[src/sv/ccr_pkg.sv]
// shared types, constants and helpers for the circle canvas rasterizer
package ccr_pkg;

	localparam int MAX_DIM_DEF   = 256;
	localparam int FRAC_BITS_DEF = 8;
	localparam int QUEUE_DEPTH   = 2;

	localparam int COORD_W   = 19;
	localparam int RAD_W     = 18;
	localparam int RAD2_W    = 2 * RAD_W;
	localparam int DIM_W     = 9;
	localparam int CHAR_W    = 8;
	localparam int PIX_W     = 8;
	localparam int CFG_IDX_W = 2;

	typedef enum logic [1:0] {
		KIND_CLEAR = 2'd0,
		KIND_DRAW  = 2'd1,
		KIND_READ  = 2'd2,
		KIND_NONE  = 2'd3
	} kind_t;

	typedef enum logic [1:0] {
		ST_OK          = 2'd0,
		ST_ZERO_RADIUS = 2'd1,
		ST_OUTSIDE     = 2'd2
	} status_t;

	typedef enum logic [CFG_IDX_W-1:0] {
		CFG_WIDTH  = 2'd0,
		CFG_HEIGHT = 2'd1,
		CFG_BG     = 2'd2
	} cfg_idx_t;

	typedef enum logic [2:0] {
		BK_IDLE,
		BK_SWEEP,
		BK_DRAIN,
		BK_RD_ADDR,
		BK_RD_DATA,
		BK_FINISH
	} bk_state_t;

	// one classified item as it waits between front and back
	typedef struct packed {
		kind_t                     kind;
		status_t                   status;
		logic signed [COORD_W-1:0] cx;
		logic signed [COORD_W-1:0] cy;
		logic [RAD2_W-1:0]         r2;
		logic [RAD2_W-1:0]         ri2;
		logic                      has_inner;
		logic                      filled;
		logic [CHAR_W-1:0]         ch;
		logic [PIX_W-1:0]          col;
		logic [PIX_W-1:0]          row;
	} job_t;

	// zero acts as one, anything above the canvas limit acts as the limit
	function automatic logic [DIM_W-1:0] eff_dim(input logic [DIM_W-1:0] v, input int max_dim);
		logic [DIM_W-1:0] r;
		if (v == '0) begin
			r = DIM_W'(1);
		end else if (int'(v) > max_dim) begin
			r = DIM_W'(max_dim);
		end else begin
			r = v;
		end
		return r;
	endfunction

endpackage

[src/sv/ccr_front.sv]
// front end: takes items, squares the radii and classifies each item
module ccr_front #(
	parameter int FRAC_BITS = ccr_pkg::FRAC_BITS_DEF
) (
	input  logic                              clk,
	input  logic                              arst_n,
	input  logic                              item_valid,
	output logic                              item_stall,
	input  logic [1:0]                        kind,
	input  logic signed [ccr_pkg::COORD_W-1:0] center_x,
	input  logic signed [ccr_pkg::COORD_W-1:0] center_y,
	input  logic [ccr_pkg::RAD_W-1:0]         radius,
	input  logic                              filled,
	input  logic [ccr_pkg::CHAR_W-1:0]        paint_char,
	input  logic [ccr_pkg::PIX_W-1:0]         pixel_col,
	input  logic [ccr_pkg::PIX_W-1:0]         pixel_row,
	input  logic [ccr_pkg::DIM_W-1:0]         eff_w,
	input  logic [ccr_pkg::DIM_W-1:0]         eff_h,
	input  logic [ccr_pkg::CHAR_W-1:0]        bg_char,
	input  logic                              q_full,
	output logic                              q_push,
	output ccr_pkg::job_t                     q_job
);
	import ccr_pkg::*;

	logic                      valid_s1;
	kind_t                     kind_s1;
	logic signed [COORD_W-1:0] cx_s1;
	logic signed [COORD_W-1:0] cy_s1;
	logic [RAD_W-1:0]          radius_s1;
	logic                      filled_s1;
	logic [CHAR_W-1:0]         char_s1;
	logic [PIX_W-1:0]          col_s1;
	logic [PIX_W-1:0]          row_s1;

	logic             accept;
	logic [RAD_W-1:0] unit;
	logic             has_inner;
	logic [RAD_W-1:0] r_inner;

	assign item_stall = valid_s1 && q_full;
	assign accept     = item_valid && !item_stall;
	assign q_push     = valid_s1 && !q_full;

	always_ff @(posedge clk or negedge arst_n) begin
		if (!arst_n) begin
			valid_s1 <= 1'b0;
		end else if (accept) begin
			valid_s1 <= 1'b1;
		end else if (q_push) begin
			valid_s1 <= 1'b0;
		end
	end

	always_ff @(posedge clk) begin
		if (accept) begin
			kind_s1   <= kind_t'(kind);
			cx_s1     <= center_x;
			cy_s1     <= center_y;
			radius_s1 <= radius;
			filled_s1 <= filled;
			char_s1   <= paint_char;
			col_s1    <= pixel_col;
			row_s1    <= pixel_row;
		end
	end

	always_comb begin
		unit      = RAD_W'(1) << FRAC_BITS;
		has_inner = radius_s1 >= unit;
		r_inner   = has_inner ? radius_s1 - unit : '0;

		q_job           = '0;
		q_job.kind      = kind_s1;
		q_job.cx        = cx_s1;
		q_job.cy        = cy_s1;
		q_job.r2        = radius_s1 * radius_s1;
		q_job.ri2       = r_inner * r_inner;
		q_job.has_inner = has_inner;
		q_job.filled    = filled_s1;
		q_job.col       = col_s1;
		q_job.row       = row_s1;
		// a clear paints with the background character
		q_job.ch        = (kind_s1 == KIND_CLEAR) ? bg_char : char_s1;
		q_job.status    = ST_OK;
		case (kind_s1)
			KIND_DRAW: begin
				if (radius_s1 == '0) begin
					q_job.status = ST_ZERO_RADIUS;
				end
			end
			KIND_READ: begin
				if ({1'b0, col_s1} >= eff_w || {1'b0, row_s1} >= eff_h) begin
					q_job.status = ST_OUTSIDE;
				end
			end
			default: begin
				q_job.status = ST_OK;
			end
		endcase
	end

endmodule

[config.mk]
export PLATFORM = sky130hd
export DESIGN_NAME = ccr_front
export DESIGN_NICKNAME = d
export VERILOG_FILES = /design/src/sv/ccr_pkg.sv /design/src/sv/ccr_front.sv
export SDC_FILE = /design/constraint.sdc
export NUM_CORES = 1
export LEC_CHECK = 0
export ABC_AREA = 1
export BUFFER_PORTS_ARGS = -buffer_cell sky130_fd_sc_hd__buf_2
export CAP_MARGIN = 5
export CORE_MARGIN = 8
export CORE_UTILIZATION = 57
export CTS_CLUSTER_DIAMETER = 60
export CTS_CLUSTER_SIZE = 24
export DETAILED_ROUTE_END_ITERATION = 10
export PLACE_DENSITY = 0.78
export SLEW_MARGIN = 20
export SYNTH_ARGS = -nofsm -noshare
export SYNTH_HDL_FRONTEND = slang
export SYNTH_SLANG_ARGS = --single-unit
[constraint.sdc]
create_clock -name clk -period 18.3 [get_ports clk]
set_input_delay 4.575 -clock clk [delete_from_list [all_inputs] [get_ports clk]]
set_output_delay 4.575 -clock clk [all_outputs]
set_load 0.03 [all_outputs]
## After elaboration in Yosys (flattened, before gate mapping)

Cells that the tools add are included.

| storage, ports and cells | value |
|---|---|
| register bits | 84 |
| bits of input ports | 113 |
| output and inout port bits | 142 |
| word-level logic and storage cells | 33 |

| cells by class | value |
|---|---|
| $add $sub $neg | 1 |
| $mul | 2 |
| magnitude comparators | 3 |
| equal/unequal tests | 2 |
| multiplexer cells | 7 |
| reduce and logical (&&, ||, !) cells | 9 |

Operator list:

| kind | number |
|---|---|
| $mul A18 B18 Y36 | 2 |
| $ge A18 B9 Y1 const B | 1 |
| $ge A8 B9 Y1 | 2 |
| $logic_not A18 Y1 | 1 |
| $mux W18 | 1 |
| $sub A18 B9 Y18 const B | 1 |
| $mux W8 | 1 |
| $pmux W2 S2 | 1 |
| $logic_and A1 B1 Y1 | 3 |
| $mux W1 | 3 |
| $eq A2 B1 Y1 const B | 1 |
| $eq A2 B2 Y1 const B | 1 |
| $logic_not A1 Y1 | 2 |
| $logic_not A2 Y1 | 1 |
| $mux W2 | 1 |
| $reduce_bool A2 Y1 | 1 |
| $logic_or A1 B1 Y1 | 1 |

## Longest topological paths before layout

| logic depth | value |
|---|---|
| depth in word-level cells | 4 |
| gate-level depth with buffers | 38 |
| depth with buffers taken out | 35 |

## Worst setup path before layout

OpenSTA, ideal clock, no wires.

| timing path | value |
|---|---|
| path type | register to output |
| start point | reg radius_s1[8] |
| end point | out q_job[53] (netlist name) |
| data arrival time | 6565 ps |
| required time | 13725 ps |
| setup slack | 7160 ps |
| cell stages (with the launch flop) | 33 |
| buffers on the path | 2 |
| cells stage by stage | edfxtp_1 > inv_2 > ha_1 > nand2_1 > nor2_1 > nand2_2 > nor2_4 > nand2_4 > inv_2 > buf_12 > nor2_4 > buf_4 > nand2_2 > inv_2 > fa_1 > inv_1 > fa_1 > fa_1 > inv_1 > fa_1 > fa_1 > inv_1 > fa_1 > inv_1 > ha_1 > nand2_1 > nor2_1 > inv_1 > nor2_1 > nand2_1 > nand2_1 > a21oi_1 > xor2_1 |

RTL lines:

| element | line | text |
|---|---|---|
| start: declaration | ccr_front.sv:30 | `logic [RAD_W-1:0] radius_s1;` |
| start signal: assignment | ccr_front.sv:60 | `radius_s1 <= radius;` |
| end: declaration | ccr_front.sv:22 | `output ccr_pkg::job_t q_job` |

==> results.tsv <==
stage	metric	value	unit
layout	drive_above_1_share	11.7	%
setup_path	crit_type	reg2out	
setup_path	critPathCaptureType	output port	
sta	fin_ws	5.38	ns
layout	syn_to_final_growth	9.04	%
sta	finalHoldViolCount	0	
sta	max_slew_margin	26.0	%
routing	drt_iter0_drc	1192	
sta	finalCritPeriodShare	70.6	%
global_routing	overflow	0	
synth	synth_mux_area_share	0.398	%
synth	synth_compound_area_share	3.47	%
synth	synthXorXnorAreaFrac	2.33	%
synth	synthAdderAreaFrac	51.8	%
sta	fin_tns_setup	0	ns
routing	drc	0	
floorplanning	core	39500	um2
setup_path	cpMaxStageDelayCell	edfxtp_1	
synth	yosysSeqAreaShare	11.1	%
synth	synth_top_family_by_area	adder cells	
sta	finClkSkew	0.00971	ns
routing	drt_pass1_iterations	6	
sta	drv_slew	0	
routing	vias	17919	
global_routing	grt_max_degree	84	
placement	post_dp_cell_area	24400	um2
setup_path	cp-start-kind	flop	
layout	fin_nets	3727	
setup_path	timing.rr.start	valid_s1	
floorplanning	die_y	215	um
floorplanning	fp.dieW	215	um
floorplanning	start_util	57.4	%
routing	via_per_inst	5.17	
setup_path	startpoint	radius_s1[9]	
placement	pre_cts_slack	5.89	ns
placement	dp_hpwl	51.1	mm
routing	wirelength	58.0	mm
global_routing	grt_pass1_wl	96.3	mm
cts	clkSinkCount	84	
routing	wire_per_inst	16.7	um
sta	setup_viol_count_final	0	
synth	ys_warn_count	0	
placement	port_buffers	252	
synth	ys_types	41	
synth	ys_ff_latch	84	
sta	fmax	77.4	MHz
cts	cts-htree-levels	3	
layout	final_cell_mix	inv_1, nand2_1, fa_1	
setup_path	cp.required	13.73	ns
cts	cts_buffers	9	
setup_path	slowest_delay	0.83	ns
layout	instances_no_fill	3467	
min_path	min-delay-start	valid_s1	
sta	worst_slew_pin_slew	1.11	ns
sta	min_period	12.92	ns
cts	cts-root-buf	clkbuf_16	
cts	hold_buffers	0	
run_status	status	finished clean	
floorplanning	rows	73	
synth	yosys.area_share.simple	15.7	%
floorplanning	dieArea	46300	um2
routing	ant_nets	0	
global_routing	grt_use_total	25.7	%
placement	dp.cells	3451	
setup_path	cp_max_fo	38	
setup_path	critPathArrivalTime	8.35	ns
min_path	min_path_type	reg2reg	
cts	clk_path_buf_depth	2	
synth	syn_area_per_cell	8.34	um2
cts	cts_tree	yes	
global_routing	grt_antenna_before_repair	0	
global_routing	grt_pass1_vias	19568	
run	maxCapViolations	0	
layout	final_area	24700	um2
synth	synthesis.instances	2714	
cts	clk_latency	0.36	ns
sta	rsz0062_at_grt	no	
layout	n_antenna_cell	0	
cts	ctsResizeCount	0	
layout	final_common_cell	inv_1	
cts	post_cts_buffers	0	
cts	clk_pin_slew	0.07	ns
placement	gp_congestion	0.930	
floorplanning	pin_count	255	
synth	synth_area	22600	um2
==> per-layer routing <==
metal / wire length, um / vias up / global-route usage (%)
li1: - / 8339 / -
met1: 23100 / 8806 / 32.3
met2: 28700 / 661 / 44.3
met3: 4340 / 113 / 5.21
met4: 1780 / 0 / 7.97
met5: 0 / - / 0
==> metrics by stage <==
stage	hold slack [ns]	util, %
2_1_floorplan	0.459	-
3_3_place_gp	0.475	61.8
3_5_place_dp	0.495	61.8
4_1_cts	0.517	62.6
5_1_grt	0.571	62.6
6_report	0.506	62.6
==> cells by family (layout without fill, tap and decap cells) <==
family,after synthesis,count (layout)
flip-flops,84,84
XOR/XNOR,58,58
AO/OA/AOI/OAI,143,143
other,1,2
multiplexers,8,8
buffers and inverters,893,1120
AND/OR/NAND/NOR,850,850
adder cells (fa/ha/maj),677,677
==> Yosys cell counts (all sizes together) <==
| cell type | instances | area share, % |
|---|---|---|
| a21boi | 1 | 0.033 |
| a21o | 8 | 0.27 |
| a21oi | 82 | 1.8 |
| a31oi | 1 | 0.028 |
| and2 | 1 | 0.028 |
| buf | 37 | 0.97 |
| clkbuf | 17 | 0.28 |
| conb | 1 | 0.017 |
| dfrtp | 1 | 0.11 |
| edfxtp | 83 | 11 |
| fa | 435 | 38 |
| ha | 242 | 13 |
| inv | 839 | 14 |
| mux2 | 8 | 0.40 |
| nand2 | 562 | 9.5 |
| nand3 | 60 | 1.3 |
| nand3b | 4 | 0.13 |
| nand4 | 18 | 0.50 |
| nor2 | 183 | 3.7 |
| nor3 | 15 | 0.33 |
| nor4 | 3 | 0.083 |
| o211ai | 1 | 0.033 |
| o21a | 7 | 0.23 |
| o21ai | 33 | 0.73 |
| o21bai | 10 | 0.33 |
| or2 | 4 | 0.11 |
| xnor2 | 15 | 0.58 |
| xor2 | 43 | 1.7 |
==> critical path: cells and delay by family, from the launching register on <==
kind                       cells  cell delay, ns
adders and majority gates      8            3.59
and+or+nand+nor               15            2.44
buffers and inverters          7            1.09
DFF                            1            0.83
==> state kept, by name (all words and copies together), names as in the netlist <==
register,count
cx_s1,19
kind_s1,2
valid_s1,1
row_s1,8
radius_s1,18
col_s1,8
cy_s1,19
char_s1,8
filled_s1,1
==> cell type report <==
cell class	count	area (um2)
well taps	525	657
multi-input cells	1738	16700
flip-flops and latches	84	2520
clock inverters	7	76.3
inverters	839	3150
fillers	3447	14800
repair buffers	265	1360
clock buffers	9	225
==> worst paths after layout <==
kind                                     end  slack [ns]  depth (start not counted)
min in group asynchronous           valid_s1        3.98                          1
max in group asynchronous           valid_s1       14.24                          1
worst min-delay path                valid_s1        0.51                          2
worst min register to register      valid_s1        0.51                          2
worst max-delay path               q_job[61]        5.38                         30
worst max register to register  radius_s1[7]       16.42                          4
Power is left out: the tool's default activity adds up to more than one toggle a clock period on the data nets, which glitch-free logic cannot reach.
