## src/sv/ccr_pkg.sv

```systemverilog
// shared types, constants and helpers for the circle canvas rasterizer
package ccr_pkg;

	localparam int MAX_DIM_DEF   = 256;
	localparam int FRAC_BITS_DEF = 8;
	localparam int QUEUE_DEPTH   = 2;

	localparam int COORD_W   = 19;
	localparam int RAD_W     = 18;
	localparam int RAD2_W    = 2 * RAD_W;
	localparam int DIM_W     = 9;
	localparam int CHAR_W    = 8;
	localparam int PIX_W     = 8;
	localparam int CFG_IDX_W = 2;

	typedef enum logic [1:0] {
		KIND_CLEAR = 2'd0,
		KIND_DRAW  = 2'd1,
		KIND_READ  = 2'd2,
		KIND_NONE  = 2'd3
	} kind_t;

	typedef enum logic [1:0] {
		ST_OK          = 2'd0,
		ST_ZERO_RADIUS = 2'd1,
		ST_OUTSIDE     = 2'd2
	} status_t;

	typedef enum logic [CFG_IDX_W-1:0] {
		CFG_WIDTH  = 2'd0,
		CFG_HEIGHT = 2'd1,
		CFG_BG     = 2'd2
	} cfg_idx_t;

	typedef enum logic [2:0] {
		BK_IDLE,
		BK_SWEEP,
		BK_DRAIN,
		BK_RD_ADDR,
		BK_RD_DATA,
		BK_FINISH
	} bk_state_t;

	// one classified item as it waits between front and back
	typedef struct packed {
		kind_t                     kind;
		status_t                   status;
		logic signed [COORD_W-1:0] cx;
		logic signed [COORD_W-1:0] cy;
		logic [RAD2_W-1:0]         r2;
		logic [RAD2_W-1:0]         ri2;
		logic                      has_inner;
		logic                      filled;
		logic [CHAR_W-1:0]         ch;
		logic [PIX_W-1:0]          col;
		logic [PIX_W-1:0]          row;
	} job_t;

	// zero acts as one, anything above the canvas limit acts as the limit
	function automatic logic [DIM_W-1:0] eff_dim(input logic [DIM_W-1:0] v, input int max_dim);
		logic [DIM_W-1:0] r;
		if (v == '0) begin
			r = DIM_W'(1);
		end else if (int'(v) > max_dim) begin
			r = DIM_W'(max_dim);
		end else begin
			r = v;
		end
		return r;
	endfunction

endpackage

```

## src/sv/ccr_queue.sv

```systemverilog
// short fifo of classified words between front and back
module ccr_queue #(
	parameter int DEPTH = ccr_pkg::QUEUE_DEPTH
) (
	input  logic          clk,
	input  logic          arst_n,
	input  logic          push,
	input  ccr_pkg::job_t push_job,
	output logic          full,
	input  logic          pop,
	output ccr_pkg::job_t pop_job,
	output logic          empty
);
	import ccr_pkg::*;

	localparam int PTR_W = (DEPTH > 1) ? $clog2(DEPTH) : 1;
	localparam int CNT_W = $clog2(DEPTH + 1);

	job_t             slot_q [DEPTH];
	logic [PTR_W-1:0] wr_ptr_q;
	logic [PTR_W-1:0] rd_ptr_q;
	logic [CNT_W-1:0] count_q;

	assign full    = count_q == CNT_W'(DEPTH);
	assign empty   = count_q == '0;
	assign pop_job = slot_q[rd_ptr_q];

	always_ff @(posedge clk or negedge arst_n) begin
		if (!arst_n) begin
			wr_ptr_q <= '0;
			rd_ptr_q <= '0;
			count_q  <= '0;
		end else begin
			if (push) begin
				wr_ptr_q <= (wr_ptr_q == PTR_W'(DEPTH - 1)) ? '0 : wr_ptr_q + 1'b1;
			end
			if (pop) begin
				rd_ptr_q <= (rd_ptr_q == PTR_W'(DEPTH - 1)) ? '0 : rd_ptr_q + 1'b1;
			end
			if (push && !pop) begin
				count_q <= count_q + 1'b1;
			end else if (pop && !push) begin
				count_q <= count_q - 1'b1;
			end
		end
	end

	always_ff @(posedge clk) begin
		if (push) begin
			slot_q[wr_ptr_q] <= push_job;
		end
	end

endmodule

```

## config.mk

```make
export PLATFORM = sky130hd
export DESIGN_NAME = ccr_queue
export DESIGN_NICKNAME = d
export VERILOG_FILES = /design/src/sv/ccr_pkg.sv /design/src/sv/ccr_queue.sv
export SDC_FILE = /design/constraint.sdc
export NUM_CORES = 1
export LEC_CHECK = 0
export BUFFER_PORTS_ARGS = -buffer_cell sky130_fd_sc_hd__buf_2
export CAP_MARGIN = 30
export CORE_ASPECT_RATIO = 1.25
export CORE_MARGIN = 2
export CORE_UTILIZATION = 40
export CTS_BUF_LIST = sky130_fd_sc_hd__clkbuf_16
export CTS_CLUSTER_DIAMETER = 200
export DETAILED_ROUTE_END_ITERATION = 8
export GPL_TIMING_DRIVEN = 1
export PLACE_DENSITY = 0.62
export SYNTH_ARGS = -nofsm -noshare
export SYNTH_HDL_FRONTEND = slang
export SYNTH_SLANG_ARGS = --single-unit
```

## constraint.sdc

```tcl
create_clock -name clk -period 10.5 [get_ports clk]
set_input_delay 3.15 -clock clk [delete_from_list [all_inputs] [get_ports clk]]
set_output_delay 3.15 -clock clk [all_outputs]
set_load 0.01 [all_outputs]
```

* Word-level counts from Yosys, hierarchy flattened
Memory sizes are Yosys's and may differ from the RTL's.
Cells that the tools add are included.
** Storage, ports and cells
- Flip-flop bits (word level) :: 4
- Memory bits (writable) :: 280
- Bits of input ports :: 144
- Output and inout port bits :: 142
- Word-level logic and storage cells :: 21
- Memories :: 1
** Cells by class
- Add/subtract/negate cells :: 4
- Equal/unequal tests :: 1
- Mux-type cells :: 6
- Reductions and logical operators :: 6
** Memory list
- slot_q :: depth 2, width 140, rd ports 1, clocked after Yosys merged registers in 0, wr ports 1, line ccr_queue.sv:19 : job_t slot_q [DEPTH];
** Operators with widths (number)
- two-way mux 1 bit :: 4
- two-way mux 2 bit :: 2
- adder 1 bit (second input constant) :: 2
- adder 2 x 1 -> 2 bit (second input constant) :: 1
- == test 2 bit (second input constant) :: 1
- logical AND 1 bit :: 2
- zero test 1 bit :: 2
- zero test 2 bit :: 1
- nonzero test 2 bit :: 1
- subtractor 2 x 1 -> 2 bit (second input constant) :: 1

* Depth between registers and ports, before layout
Gate-level depths: netlist of the first run.
- Depth in word-level cells :: 4
- Gate-level depth with buffers :: 5
- Depth with buffers taken out :: 5

* Least setup slack after synthesis of the first run
No wires, ideal clock.
- Path type :: input to register
- Start point :: input push
- End point :: memory slot_q[0][0] (netlist bit), enable pin
- Setup time :: 0.658 ns
- Arrival :: 9.211 ns
- Data required time :: 9.842 ns
- Path slack :: 0.631 ns
- Stages :: 1
- Buffers on the path :: 0
- Cells stage by stage :: nor2b_1
** Between the ends
- Longest elaborated chain between the ends :: 2
** RTL lines
- from (decl) :: line ccr_queue.sv:7 : input logic push,
- two-way mux 1 bit :: line ccr_queue.sv:49 : if (push) begin
- two-way mux 1 bit (not written as such) :: line ccr_queue.sv:50 : slot_q[wr_ptr_q] <= push_job;
- to (decl) :: line ccr_queue.sv:19
Every way passes these cells.

==> results of run 1 <==
==> through the flow <==
stage                     cell area, µm²  utilization, %
after CTS                          13300            51.0
final                              13300            51.1
after global placement             12400            47.6
after global routing               13300            51.1
after detailed placement           12400            47.6
after floorplan                    10700               -
==> layout make-up <==
cell class              instances  share of cell area, %
clock buffers                  29                   5.44
repair buffers                292                   11.3
clock inverters                22                   1.05
inverters                       1                 0.0282
multi-input cells             151                   15.1
well taps                     340                   3.19
diodes                          6                  0.113
flip-flops and latches        284                   63.8
==> cell usage after synthesis <==
cell type  number  area [µm²]
mux2_2         50         563
xnor2_1         1        8.76
nor2b_1         2        12.5
ha_1            1        12.5
buf_8           1        15.0
nor2_1          2        7.51
buf_2           5        25.0
edfxtp_1      280        8410
xor2_1          4        35.0
buf_6          10         113
mux2_4         90        1350
dfrtp_1         4         100
and2_1          1        6.26
inv_1           1        3.75
==> sequential cells by signal, indices dropped and copies added (netlist names) <==
name and flops:
rd_ptr_q 1, wr_ptr_q 1, slot_q 280, count_q 2
==> routing by layer <==
metal / vias up / global-route usage (%)
li1: 2417 / -
met1: 2596 / 15.7
met2: 220 / 24.6
met3: 38 / 5.40
met4: 2 / 4.90
met5: - / 0
==> cells by family after synthesis <==
| kind of cell | after synthesis | share of synthesized area (%) |
|---|---|---|
| adders and majority gates | 1 | 0.117 |
| xor gates and xnor gates | 5 | 0.411 |
| DFF | 284 | 79.8 |
| muxes | 140 | 18.0 |
| and+or+nand+nor | 5 | 0.246 |
| buffers and inverters | 17 | 1.47 |
==> worst max-delay path by stage <==
| stage | to | depth (start not counted) | start | slack (ns) |
|---|---|---|---|---|
| after detailed placement | pop_job[135] | 3 | rd_ptr_q | 4.98 |
| after floorplan | slot_q[0][0] | 1 | push | 0.63 |
| final | pop_job[135] | 3 | rd_ptr_q | 4.44 |
| after global routing | pop_job[135] | 3 | rd_ptr_q | 4.28 |
| after global placement | pop_job[135] | 3 | rd_ptr_q | 5.03 |
| after CTS | pop_job[135] | 3 | rd_ptr_q | 4.39 |
==> where the power goes <==
group / internal [mW] / total (mW) / switching (mW)
registers: 1.51 / 1.60 / 0.0933
logic: 0.533 / 1.05 / 0.518
clock network: 0.542 / 0.928 / 0.385
total: 2.58 / 3.58 / 0.997
==> summary.txt, run 1 <==
Floorplan
  – Placement Rows: 66
  – Core ar.: approximately 26,000 µm²
  – Initial Util: 40.9%
  – Io pins: 286
  – Die Height: 187 µm
  – Total die area: 28,000 µm²
  – DIE WIDTH: 150 µm

Timing
  – Pins Over Slew Limit: 0
  – RSZ-0062 raised after global routing: false
  – Setup violations, final: 0
  – Final hold vios: 0
  – Final min period: 6.06 ns
  – Worst hold margin: 0.497 ns
  – Least-Margin Pin Slew: between 0.8 and 0.9 ns
  – Final TNS setup: 0 ns
  – Final worst setup slack: 4.44 ns
  – Relative slew slack: 40.1%
  – Crit share post-route: around 58%
  – Setup Skew: 0.00583 ns
  – Achievable clock frequency: around 160 MHz

Critical path
  – Largest delay share family, worst path: buffers and inverters
  – Crit path DAT: 2.91 ns
  – Crit start category: flop
  – Reg2Reg Depth: 2
  – Max Fanout on Critical Path: 48
  – Setup CP Type: flop to output port
  – Worst path slowest cell: dfrtp_4
  – CP bufs+invs: 2
  – R2r setup slk: 8.32 ns
  – CP required: about 7.4 ns
  – Nature of the critical path endpoint: output port
  – Reg-to-Reg End: slot_q[1][69]
  – Critical path's largest stage delay: approximately 0.89 ns
  – CP Cell Sequence: buf_4 -> mux2_2 -> buf_2
  – Crit Reg-Reg Startpoint: wr_ptr_q

Logic synthesis
  – Syn Nets: 597
  – Sequential area share after synthesis: 79.8%
  – Synth cell types: 14
  – Syn Area/Cell: 23.6 µm²
  – Flop and latch count out of synthesis: between 200 and 300
  – Synthesis Warnings: 0
  – Mapped Cells: approximately 450
  – Post-Syn Area: 10,700 µm²

Cells and area
  – Commonest non-fill, non-tap cell in the layout: buf_2
  – Reg area: around 8500 µm²
  – Fill cells: 2,198
  – Finished Layout Cells: between 1,000 and 1,500
  – Area Overhead vs Synth: 25.1%
  – Commonest cells after routing, fill and taps aside: 285 x buf_2, 280 x edfxtp_1, 90 x mux2_4
  – NumNets Final: roughly 900
  – Layout cells sized above 1: between 60% and 70%
  – Multi-input gate area: 2010 µm²

Hold path
  – Hold Path Sink: count_q[1]
  – Hold Path Stages: 1
  – Type of the most critical hold path: flop to flop
  – Critical hold path startpoint: count_q[1]

Pwr
  – Worst VDD drop: roughly 0.18 mV
  – PwrDens: roughly 270 nW/µm²
  – Leak: ~5.3 nW
  – Total Power: 3.58 mW

Drt
  – Metal2 WL: around 10,000 µm
  – DR iter-0 viols: 115
  – DR pass1 iterations: 4
  – DRC: 0
  – Via count: roughly 5,300
  – DRT Wirelength: about 20,000 µm
  – Routed Antenna Nets: 0
  – DR WL met3: about 2000 µm
  – WL met1: roughly 7400 µm
  – Vias/cell: approximately 4.7
  – Max layer used: met5
  – WL/cell: 17.9 µm

Clocking
  – Clock Latency Late Sink: 0.53 ns
  – CTS Buf Count: 28
  – CTS tree: yes
  – Htree depth: 1
  – Clock Sinks: 284
  – Post-cts hold buffer count: 0
  – Worst-path clk slew: 0.06 ns
  – Post-CTS Setup Bufs: 0
  – Maximum clock path buffer count: 3
  – Post-CTS sizing: 0
  – Root Buffer: clkbuf_16

Flow run
  – Max Cap Viol: 0

Run status
  – Outcome: complete, no violations

Global routing
  – Vias in the first global route: approximately 5,800
  – GRT overflow: 0
  – Largest net degree at the start of global routing: 62
  – Antenna violations before repair: 7
  – Global Route Usage Sum: 14.1%
  – First-pass GRT wire length: roughly 30,000 µm

Placed design
  – Hpwl dp: approximately 14,000 µm
  – Placer congestion estimate: around 0.77
  – Port bufs: between 200 and 300
  – Place WS: roughly 5.0 ns
  – Placed Cells: around 1,100
Power figures use the tool's default switching activity.
==> inputs of run 2 (changes only) <==
- clock period: 10.5 -> 6.1 ns (I/O delays scaled with it)
==> run 2 against run 1 <==
Net effect: die area did not move; clock skew rose by 0.0087 ns; via count fell by 2.2%; combinational power rose by 71%; clock-buffer cell count fell by 2; global-route usage fell by 0.67 points; design area rose by 0.35%; clock power rose by 81%; utilization rose by 0.18 points; flip-flop and latch count did not move; non-clock buffer count fell by 2; hold slack improved by 0.016 ns; largest power group unchanged.
==> summary.txt, run 2 (synthesis results as in run 1) <==
Run status
  – Outcome: complete, no violations

Drt
  – DRT Wirelength: around 19,000 µm
  – WL/cell: between 15 and 20 µm
  – DR pass1 iterations: 4
  – Routed Antenna Nets: 0
  – Via count: between 5,000 and 6,000
  – Vias/cell: roughly 4.6
  – DRC: 0
  – DR iter-0 viols: between 150 and 200

Clocking
  – Root Buffer: clkbuf_16
  – Post-CTS sizing: 0
  – Maximum clock path buffer count: 3
  – Post-CTS Setup Bufs: 0
  – Htree depth: 1
  – CTS tree: yes
  – Clock Latency Late Sink: 0.52 ns
  – Clock Sinks: 284
  – CTS Buf Count: 27
  – Worst-path clk slew: ~0.06 ns
  – Post-cts hold buffer count: 0

Placed design
  – Port bufs: between 200 and 300
  – Placer congestion estimate: roughly 0.72
  – Hpwl dp: ~13,000 µm
  – Place WS: 2.19 ns

Timing
  – Achievable clock frequency: between 200 and 250 MHz
  – Final TNS setup: 0 ns
  – Crit share post-route: between 70% and 80%
  – Final min period: 4.43 ns
  – Relative slew slack: 44.0%
  – Final hold vios: 0
  – Worst hold margin: roughly 0.51 ns
  – Setup violations, final: 0
  – Least-Margin Pin Slew: 0.839 ns
  – Setup Skew: ~0.014 ns
  – Pins Over Slew Limit: 0
  – Final worst setup slack: around 1.7 ns
  – RSZ-0062 raised after global routing: false

Floorplan
  – Total die area: ~28,000 µm²
  – Placement Rows: 66
  – Io pins: 286
  – Die Height: about 190 µm
  – Core ar.: 26,100 µm²
  – DIE WIDTH: approximately 150 µm
  – Initial Util: 40.9%

Critical path
  – Reg2Reg Depth: 3
  – R2r setup slk: ~4.2 ns
  – CP required: ~4.3 ns
  – Crit Reg-Reg Startpoint: wr_ptr_q
  – Nature of the critical path endpoint: output port
  – Crit start category: flop
  – Max Fanout on Critical Path: 72
  – Crit path DAT: approximately 2.6 ns
  – Worst Setup EP: pop_job[110]
  – CP Launch Point: rd_ptr_q
  – Reg-to-Reg End: slot_q[1][120]
  – Setup CP Type: flop to output port

Pwr
  – PwrDens: around 470 nW/µm²
  – Leak: 5.29 nW
  – Worst VDD drop: approximately 0.28 mV
  – Total Power: 6.23 mW

Cells and area
  – Largest register by flop count: slot_q
  – Max reg flops: 280
  – Largest registers: slot_q x280, count_q x2
  – Post-layout util: 51.3%
  – Commonest non-fill, non-tap cell in the layout: buf_2
  – Area Overhead vs Synth: 25.5%
  – Commonest cells after routing, fill and taps aside: 285 x buf_2, 280 x edfxtp_1, 90 x mux2_4
  – NumNets Final: 900
  – Layout cells sized above 1: 60.8%

Global routing
  – GRT overflow: 0
  – First-pass GRT wire length: approximately 30,000 µm
  – Vias in the first global route: between 5,000 and 6,000
  – Largest net degree at the start of global routing: roughly 140
  – Antenna violations before repair: 4
  – Global Route Usage Sum: roughly 13%

Flow run
  – Max Cap Viol: 0

Hold path
  – Type of the most critical hold path: flop to flop
run 2: cell types whose count changed in the layout (fill, tap and decap cells not counted):
| cell | delta |
|---|---|
| clkinv_1 | -3 |
| inv_6 | +1 |
| diode_2 | -2 |
| buf_12 | +1 |
| buf_4 | -4 |
| buf_16 | +1 |
| bufinv_16 | +3 |
| clkinv_2 | -2 |
| clkinv_4 | +2 |
| clkbuf_16 | -2 |
| inv_1 | -3 |
run 2: per-stage QoR:
stage,area (µm²),instances
global placement,12400,1065
global route,13400,1117
floorplan,10700,452
finish,13400,1117
CTS,13300,1112
detailed placement,12400,1065
run 2: layout make-up:
cell class,instances,area (µm²)
Sequential cell,284,8510
Timing Repair Buffer,290,1520
Fill cell,2146,12700
Antenna cell,4,10.0
Clock inverter,20,224
Tap cell,340,425
Inverter,1,3.75
Multi-Input combinational cell,151,2010
Clock buffer,27,676
run 2: worst min path at each step:
| stage | slack [ns] | depth (start not counted) | from | end |
|---|---|---|---|---|
| after floorplan | 0.46 | 1 | count_q[1] | count_q[1] |
| after global placement | 0.48 | 1 | count_q[1] | count_q[1] |
| after detailed placement | 0.51 | 1 | count_q[1] | count_q[1] |
| after CTS | 0.52 | 1 | count_q[1] | count_q[1] |
| after global routing | 0.57 | 1 | count_q[1] | count_q[1] |
| final | 0.51 | 1 | count_q[1] | count_q[1] |
run 2: per-layer routing:
layer | global-route usage [%] | vias up | wire length [µm]
met2 | 23.6 | 205 | 9910
met1 | 15.2 | 2514 | 7090
met4 | 5.59 | 0 | 669
li1 | - | 2400 | -
met5 | 0 | - | 0
met3 | 3.84 | 40 | 1660
run 2: worst max-delay path: stages (launching register included):
cell and delay (ns):
dfrtp_4 0.93, buf_12 0.44, mux2_2 0.41, buf_2 0.14
run 2: power breakdown:
part           internal (mW)  switching [mW]
Combinational          0.924           0.876
Sequential              2.59           0.165
Clock                   1.01           0.665
